`src/rtl/assert_macros.svh`:
```
// Assertion macros for the RTL of the allocation range table.
// Needs nothing else; the bodies are empty when SYNTHESIS is defined.
`ifndef ASSERT_MACROS_SVH
`define ASSERT_MACROS_SVH

`ifndef SYNTHESIS
// same-cycle implication
`define ASSERT_IMPL(label, clk, rst_n, ante, cons) \
    label: assert property (@(posedge clk) disable iff (!(rst_n)) (ante) |-> (cons)) \
        else $error("assertion failed: same-cycle implication");
// next-cycle implication
`define ASSERT_NEXT(label, clk, rst_n, ante, cons) \
    label: assert property (@(posedge clk) disable iff (!(rst_n)) (ante) |=> (cons)) \
        else $error("assertion failed: next-cycle implication");
`else
`define ASSERT_IMPL(label, clk, rst_n, ante, cons)
`define ASSERT_NEXT(label, clk, rst_n, ante, cons)
`endif

`endif

```
`src/rtl/art_pkg.sv`:
```
// Package of the allocation range table: request and status codes, field widths.
// No dependencies.
`timescale 1ns / 1ps

package art_pkg;

    localparam int REQ_W    = 3;
    localparam int STATUS_W = 2;
    localparam int ADDR_W   = 64;
    localparam int LEN_W    = 32;
    localparam int ID_W     = 8;

    // request codes
    localparam logic [REQ_W-1:0] REQ_ADD    = 3'd0;
    localparam logic [REQ_W-1:0] REQ_FIND   = 3'd1;
    localparam logic [REQ_W-1:0] REQ_FREE   = 3'd2;
    localparam logic [REQ_W-1:0] REQ_LOOKUP = 3'd3;
    localparam logic [REQ_W-1:0] REQ_CLEAR  = 3'd4;

    // status codes
    localparam logic [STATUS_W-1:0] ST_OK        = 2'd0;
    localparam logic [STATUS_W-1:0] ST_NOT_FOUND = 2'd1;
    localparam logic [STATUS_W-1:0] ST_FULL      = 2'd2;

    // one record as held in the table memory
    typedef struct packed {
        logic [LEN_W-1:0]  len;
        logic [ADDR_W-1:0] base;
    } t_record;

endpackage

```
`src/rtl/allocation_range_table.sv`:
```
// Allocation range table: records of base/length/freed, searched newest first.
// Depends on art_pkg and assert_macros.svh.
`timescale 1ns / 1ps
`include "assert_macros.svh"

// Usage
//   Request channel (i_s_*): tuser carries the request code (0 add, 1 find,
//   2 free, 3 range lookup, 4 clear), tdata carries address and length.
//   Response channel (o_m_*): exactly one response per request, in order;
//   tuser carries the status (0 ok, 1 not found, 2 full), tdata carries the
//   record id, base and length (zeros when nothing matched).
//   Add, clear and unknown codes finish without a scan; find, free and
//   lookup scan the records held, one record per cycle from the table
//   memory (registered read), newest first, and stop at the first hit.
//   One request is worked at a time; the next is accepted once the
//   previous response sits in the output register, even if it is
//   stalled. A stalled receiver holds the response; a finished request
//   waits in its last step until the output register frees.
//   Reset (synchronous, active low) empties the table and drops any
//   response; record contents in memory are not cleared, only the count
//   and the freed marks.
module allocation_range_table #(
    parameter int DEPTH = 16
) (
    input  logic         i_clk,
    input  logic         i_rst_n,
    input  logic         i_s_tvalid,
    output logic         o_s_tready,
    input  logic [95:0]  i_s_tdata,   // [63:0] address, [95:64] length
    input  logic [2:0]   i_s_tuser,   // [2:0] req_type
    output logic         o_m_tvalid,
    input  logic         i_m_tready,
    output logic [103:0] o_m_tdata,   // [7:0] entry_id, [71:8] entry_base,
                                      // [103:72] entry_length
    output logic [1:0]   o_m_tuser    // [1:0] status
);

    localparam int IW = (DEPTH > 1) ? $clog2(DEPTH) : 1;
    localparam int CW = $clog2(DEPTH + 1);

    typedef enum logic [3:0] {
        S_IDLE = 4'b0001,
        S_EXEC = 4'b0010,
        S_SCAN = 4'b0100,
        S_DONE = 4'b1000
    } t_state;

    t_state r_state, n_state;

    // captured request
    logic [art_pkg::REQ_W-1:0]  r_req;
    logic [art_pkg::ADDR_W-1:0] r_addr;
    logic [art_pkg::LEN_W-1:0]  r_len;

    // table state
    logic [CW-1:0]    r_count, n_count;
    logic [DEPTH-1:0] r_freed, n_freed;

    // scan control: r_ptr is the next entry to read, r_pend_* the one in flight
    logic [IW-1:0] r_ptr, n_ptr;
    logic          r_more, n_more;
    logic          r_pend_v, n_pend_v;
    logic [IW-1:0] r_pend_idx, n_pend_idx;

    // finished result, waiting for the output register
    logic [art_pkg::STATUS_W-1:0] r_res_status, n_res_status;
    logic [art_pkg::ID_W-1:0]     r_res_id, n_res_id;
    logic [art_pkg::ADDR_W-1:0]   r_res_base, n_res_base;
    logic [art_pkg::LEN_W-1:0]    r_res_len, n_res_len;

    // output register
    logic                         r_out_v, n_out_v;
    logic [art_pkg::STATUS_W-1:0] r_out_status;
    logic [art_pkg::ID_W-1:0]     r_out_id;
    logic [art_pkg::ADDR_W-1:0]   r_out_base;
    logic [art_pkg::LEN_W-1:0]    r_out_len;
    logic                         w_out_load;

    // table memory
    art_pkg::t_record r_mem [DEPTH];
    art_pkg::t_record r_rd_data;
    art_pkg::t_record w_wdata;
    logic             w_we;
    logic [IW-1:0]    w_waddr;

    logic                     w_accept;
    logic                     w_full;
    logic [art_pkg::ADDR_W:0] w_diff;
    logic                     w_exact;
    logic                     w_range;
    logic                     w_hit;

    assign o_s_tready = (r_state == S_IDLE);
    assign w_accept   = i_s_tvalid && o_s_tready;
    assign w_full     = (r_count == CW'(DEPTH));

    // compare of the record in flight against the probe
    assign w_diff  = {1'b0, r_addr} - {1'b0, r_rd_data.base};
    assign w_exact = (r_rd_data.base == r_addr);
    assign w_range = !w_diff[art_pkg::ADDR_W] && (w_diff[art_pkg::ADDR_W-1:art_pkg::LEN_W] == '0)
                     && (w_diff[art_pkg::LEN_W-1:0] < r_rd_data.len);
    assign w_hit   = r_pend_v && !r_freed[r_pend_idx]
                     && ((r_req == art_pkg::REQ_LOOKUP) ? w_range : w_exact);

    assign w_wdata = '{len: r_len, base: r_addr};
    assign w_waddr = IW'(r_count);

    always_ff @(posedge i_clk) begin
        if (w_we) begin
            r_mem[w_waddr] <= w_wdata;
        end
        r_rd_data <= r_mem[r_ptr];
    end

    always_comb begin
        n_state      = r_state;
        n_count      = r_count;
        n_freed      = r_freed;
        n_ptr        = r_ptr;
        n_more       = r_more;
        n_pend_v     = 1'b0;
        n_pend_idx   = r_pend_idx;
        n_res_status = r_res_status;
        n_res_id     = r_res_id;
        n_res_base   = r_res_base;
        n_res_len    = r_res_len;
        w_we         = 1'b0;
        w_out_load   = 1'b0;
        case (r_state)
            S_IDLE: begin
                if (w_accept) begin
                    n_state = S_EXEC;
                end
            end
            S_EXEC: begin
                n_res_status = art_pkg::ST_NOT_FOUND;
                n_res_id     = '0;
                n_res_base   = '0;
                n_res_len    = '0;
                n_state      = S_DONE;
                case (r_req)
                    art_pkg::REQ_ADD: begin
                        if (w_full) begin
                            n_res_status = art_pkg::ST_FULL;
                        end else begin
                            w_we               = 1'b1;
                            n_freed[w_waddr]   = 1'b0;
                            n_count            = r_count + 1'b1;
                            n_res_status       = art_pkg::ST_OK;
                            n_res_id           = art_pkg::ID_W'(r_count);
                            n_res_base         = r_addr;
                            n_res_len          = r_len;
                        end
                    end
                    art_pkg::REQ_FIND, art_pkg::REQ_FREE, art_pkg::REQ_LOOKUP: begin
                        if (r_count != '0) begin
                            n_ptr   = IW'(r_count - 1'b1);
                            n_more  = 1'b1;
                            n_state = S_SCAN;
                        end
                    end
                    art_pkg::REQ_CLEAR: begin
                        n_freed      = '0;
                        n_count      = '0;
                        n_res_status = art_pkg::ST_OK;
                    end
                    default: begin
                    end
                endcase
            end
            S_SCAN: begin
                if (w_hit) begin
                    n_res_status = art_pkg::ST_OK;
                    n_res_id     = art_pkg::ID_W'(r_pend_idx);
                    n_res_base   = r_rd_data.base;
                    n_res_len    = r_rd_data.len;
                    if (r_req == art_pkg::REQ_FREE) begin
                        n_freed[r_pend_idx] = 1'b1;
                    end
                    n_state = S_DONE;
                end else if (!r_pend_v && !r_more) begin
                    // nothing left in flight: miss, result already zeroed
                    n_state = S_DONE;
                end else begin
                    // issue the read at r_ptr (memory reads r_ptr every cycle)
                    n_pend_v   = r_more;
                    n_pend_idx = r_ptr;
                    if (r_ptr == '0) begin
                        n_more = 1'b0;
                    end else begin
                        n_ptr = r_ptr - 1'b1;
                    end
                end
            end
            S_DONE: begin
                if (!r_out_v || i_m_tready) begin
                    w_out_load = 1'b1;
                    n_state    = S_IDLE;
                end
            end
            default: begin
                n_state = S_IDLE;
            end
        endcase
    end

    assign n_out_v = w_out_load || (r_out_v && !i_m_tready);

    always_ff @(posedge i_clk) begin
        if (!i_rst_n) begin
            r_state  <= S_IDLE;
            r_count  <= '0;
            r_freed  <= '0;
            r_more   <= 1'b0;
            r_pend_v <= 1'b0;
            r_out_v  <= 1'b0;
        end else begin
            r_state  <= n_state;
            r_count  <= n_count;
            r_freed  <= n_freed;
            r_more   <= n_more;
            r_pend_v <= n_pend_v;
            r_out_v  <= n_out_v;
        end
    end

    always_ff @(posedge i_clk) begin
        if (w_accept) begin
            r_req  <= i_s_tuser;
            r_addr <= i_s_tdata[63:0];
            r_len  <= i_s_tdata[95:64];
        end
        r_ptr        <= n_ptr;
        r_pend_idx   <= n_pend_idx;
        r_res_status <= n_res_status;
        r_res_id     <= n_res_id;
        r_res_base   <= n_res_base;
        r_res_len    <= n_res_len;
        if (w_out_load) begin
            r_out_status <= r_res_status;
            r_out_id     <= r_res_id;
            r_out_base   <= r_res_base;
            r_out_len    <= r_res_len;
        end
    end

    assign o_m_tvalid = r_out_v;
    assign o_m_tuser  = r_out_status;
    assign o_m_tdata  = {r_out_len, r_out_base, r_out_id};

    `ASSERT_IMPL(a_count_bound, i_clk, i_rst_n, 1'b1, r_count <= CW'(DEPTH))
    `ASSERT_IMPL(a_pend_in_table, i_clk, i_rst_n, r_pend_v, CW'(r_pend_idx) < r_count)
    `ASSERT_NEXT(a_accept_leaves_idle, i_clk, i_rst_n, w_accept, r_state == S_EXEC)
    `ASSERT_IMPL(a_full_only_on_add, i_clk, i_rst_n,
                 (r_state == S_DONE) && (r_res_status == art_pkg::ST_FULL),
                 r_req == art_pkg::REQ_ADD)
    `ASSERT_NEXT(a_load_sets_valid, i_clk, i_rst_n, w_out_load, o_m_tvalid)

endmodule
```
`config.mk`:
```
export PLATFORM = sky130hd
export DESIGN_NAME = allocation_range_table
export DESIGN_NICKNAME = d
export VERILOG_FILES = /design/src/rtl/art_pkg.sv /design/src/rtl/allocation_range_table.sv
export VERILOG_INCLUDE_DIRS = /design/src /design/src/rtl
export SDC_FILE = /design/constraint.sdc
export NUM_CORES = 2
export LEC_CHECK = 0
export ABC_AREA = 1
export BUFFER_PORTS_ARGS = -buffer_cell sky130_fd_sc_hd__buf_4
export CORE_ASPECT_RATIO = 0.5
export CORE_MARGIN = 10
export CORE_UTILIZATION = 55
export DETAILED_ROUTE_END_ITERATION = 10
export PLACE_DENSITY = 0.74
export REMOVE_ABC_BUFFERS = 1
export SLEW_MARGIN = 10
export SYNTH_ARGS = -nofsm -noshare
export SYNTH_HDL_FRONTEND = slang
export SYNTH_SLANG_ARGS = --single-unit
```
`constraint.sdc`:
```
create_clock -name i_clk -period 7.61 [get_ports i_clk]
set_input_delay 0.3805 -clock i_clk [delete_from_list [all_inputs] [get_ports i_clk]]
set_output_delay 0.3805 -clock i_clk [all_outputs]
set_load 0.02 [all_outputs]
```
==> results_dict.tcl <==
set metrics [dict create \
    synth_top_area_frac 0.692 \
    peakVddDrop_v 0.000178 \
    synth_cell_types 50 \
    area_growth_pct 12.9 \
    multiInputGateArea_um2 19000 \
    slew_violations 0 \
    max_freq_mhz 174 \
    netlist_area_um2 80200 \
    syn_area_per_cell_um2 12.0 \
    port_buffers 207 \
    r2r_setup_slack_ns 1.87 \
    hp-class "input pin to register" \
    rows 98 \
    cts.repair.resized 0 \
    avgViaCountPerCell 6.04 \
    p_total_uw 23200 \
    fillCellCount 10500 \
    synth_area_leader_cell "edfxtp_1" \
    fin_tns_setup_ns 0 \
    cts_sinks 1973 \
    crit_fanout 91 \
    relSlewSlack 0.193 \
    seq_area_frac_synth 0.723 \
    dp_hpwl_um 124000 \
    drtAntennaViolNets 0 \
    crit_start "r_addr[0]$_DFFE_PP_" \
    path_clk_slew_ns 0.07 \
    worst_slew_pin_slew_ns 1.21 \
    cts_tree "yes" \
    yosys-top-cells-area "edfxtp_1, nand2_1, dfxtp_1" \
    numCtsBuffers 166 \
    reg2reg_to "r_res_len[15]$_DFFE_PP_" \
    start_util 0.558 \
    gp_congestion 0.997 \
    required_ns 8.08 \
    overflow 0 \
    design.core.area_um2 144000 \
    wl_per_cell_um 25.3 \
    seqCellArea_um2 58000 \
    p_leak_uw 0.0325 \
    startpoint_type "register" \
    async_flop_share 0 \
    syn_inst 6696 \
    layout_min_cycle_time_ns 5.74 \
    ys_ff_latch 1973 \
    routed_wirelength_um 228000 \
    critPathMostFrequentCell "nand2_1" \
    cts_buffer_depth 3 \
    grt_max_degree 218 \
    antenna_found_initial 7 \
    status "finished clean" \
    finalSetupViolations 0 \
    cts_max_level 4 \
    die_area_um2 162000 \
    die_h_um 290 \
    fin_skew_ns 0.0586 \
    slowest_delay_ns 0.64 \
    critPathKind "register to register" \
    end_kind "register" \
    synthFlopType "edfxtp_1" \
    synth_edf_count 1849 \
    clk_latency_ns 0.82 \
    grt_pass1_wl_um 331000 \
    drive_above_1_share 0.0863 \
    hold_viol 0 \
    cellPowerDensity_nw_per_um2 256 \
    clockRootBuffer "clkbuf_16" \
    maxCapViolCount 0 \
    rr_worst_depth 30 \
    ios 211 \
    slowest_stage "edfxtp_1" \
    worstSetupEndpoint "r_res_len[15]$_DFFE_PP_" \
    rr_startpoint "r_addr[0]$_DFFE_PP_" \
    dieWidth_um 560 \
    first_iter_violations 8439 \
    finalCritPeriodShare 0.754 \
    rsz0062_at_grt "false" \
    grt.total_usage 0.270 \
    layout.nets 7119 \
    drtPass1Iterations 6 \
    grt_pass1_vias 50800 \
    dr_total_vias 54400 \
    holdPathStages 2 \
    yosysWarningCount 0 \
    drc 0 \
    crit_arrival_ns 6.20 \
]
## cell type report
type | instances | share of cell area
flip-flops and latches | 1973 | 0.641
multi-input cells | 3838 | 0.210
clock buffers | 233 | 0.0520
repair buffers | 383 | 0.0372
well taps | 1950 | 0.0269
inverters | 553 | 0.0232
clock inverters | 76 | 0.0101
diodes | 3 | 0.0000829
## state kept, by name (all words and copies together), names as in the netlist, 2 cells and up
name,flops
r_freed,16
r_res_base,64
o_m_tuser,2
r_rd_data,96
r_addr,64
r_req,3
r_res_status,2
r_ptr,4
r_out_len,32
r_pend_idx,4
r_res_len,32
r_len,32
r_res_id,5
r_mem,1536
r_out_base,64
r_state,4
r_out_id,5
r_count,5
## stage by stage
step	hold slack (ns)	setup slack (ns)	instance area (um^2)	util	cells
after floorplan	0.400	-23.88	78900	-	6364
after global placement	0.401	2.09	83900	0.583	8595
after detailed placement	0.405	1.99	83900	0.583	8595
after CTS	0.234	1.95	90500	0.630	9006
after global routing	0.265	1.48	90500	0.630	9006
final	0.280	1.87	90600	0.630	9009
## Yosys cell counts, drive strengths merged (11+ instances only)
cell,n
inv,549
a311oi,39
o221ai,140
a21oi,177
dfxtp,124
a211oi,16
o21ai,489
nand3,382
nand3b,11
edfxtp,1849
o22ai,149
nand2,1494
nor3,27
nor2,584
buf,45
nand4,161
xor2,31
clkbuf,289
ha,100
## repair_timing
action	in CTS	in global routing
endpoints found under the hold margin	120	0
setup buffers	0	0
hold buffers	102	0
## worst min path at each step
stage,to,from
global placement,r_out_base[31]$_DFFE_PP_,r_res_base[31]$_DFFE_PP_
floorplan,o_m_tuser[0]$_DFFE_PP_,r_res_status[0]$_SDFFCE_PP0P_
global route,r_addr[47]$_DFFE_PP_,i_s_tdata[47]
finish,r_addr[47]$_DFFE_PP_,i_s_tdata[47]
detailed placement,o_m_tuser[1]$_DFFE_PP_,r_res_status[1]$_SDFFCE_PP0P_
CTS,r_len[28]$_DFFE_PP_,i_s_tdata[92]
## cells by family (layout without fill, tap and decap cells)
family | Yosys count | in the layout | synth area share
AND/OR/NAND/NOR | 2664 | 2664 | 0.138
XOR/XNOR | 32 | 32 | 0.00349
other | 1 | 6 | 0.0000468
buffers and inverters | 887 | 1245 | 0.0420
flip-flops | 1973 | 1973 | 0.723
AO/OA/AOI/OAI | 1038 | 1038 | 0.0770
adder cells (fa/ha/maj) | 101 | 101 | 0.0159
## power by group
group,total [uW],internal (uW),switching (uW)
sequential,12600,12200,338
combinational,1870,578,1300
clock,8770,4880,3900
## placed cells by master (no fill, tap or decap), drive strengths merged, types with 15 or more instances in the layout
cell type    netlist  final
edfxtp          1849   1849
nand2           1494   1494
nor2             584    584
inv              549    557
o21ai            489    489
nand3            382    382
buf               45    281
clkbuf           289    233
a21oi            177    177
nand4            161    161
o22ai            149    149
o221ai           140    140
dfxtp            124    124
dlygate4sd3        0    102
ha               100    100
clkinv             4     52
a311oi            39     39
xor2              31     31
nor3              27     27
a211oi            16     16
bufinv             0     15
## layer usage
layer	vias to the layer above	part of all wire	track usage	wire, um
met5	-	0	0	0
met4	0	0.033	0.0910	7580
met1	26100	0.39	0.385	89500
li1	24200	-	-	-
met3	498	0.13	0.0626	29200
met2	3578	0.45	0.411	102000
## critical path: cells and delay by family, from the launching register on
kind,cells,cell delay (ns)
AO/OA/AOI/OAI,2,0.19
XOR/XNOR,1,0.16
adder cells (fa/ha/maj),3,0.93
buffers and inverters,3,0.69
flip-flops,1,0.64
AND/OR/NAND/NOR,21,2.71
Power figures use the tool's default switching activity.
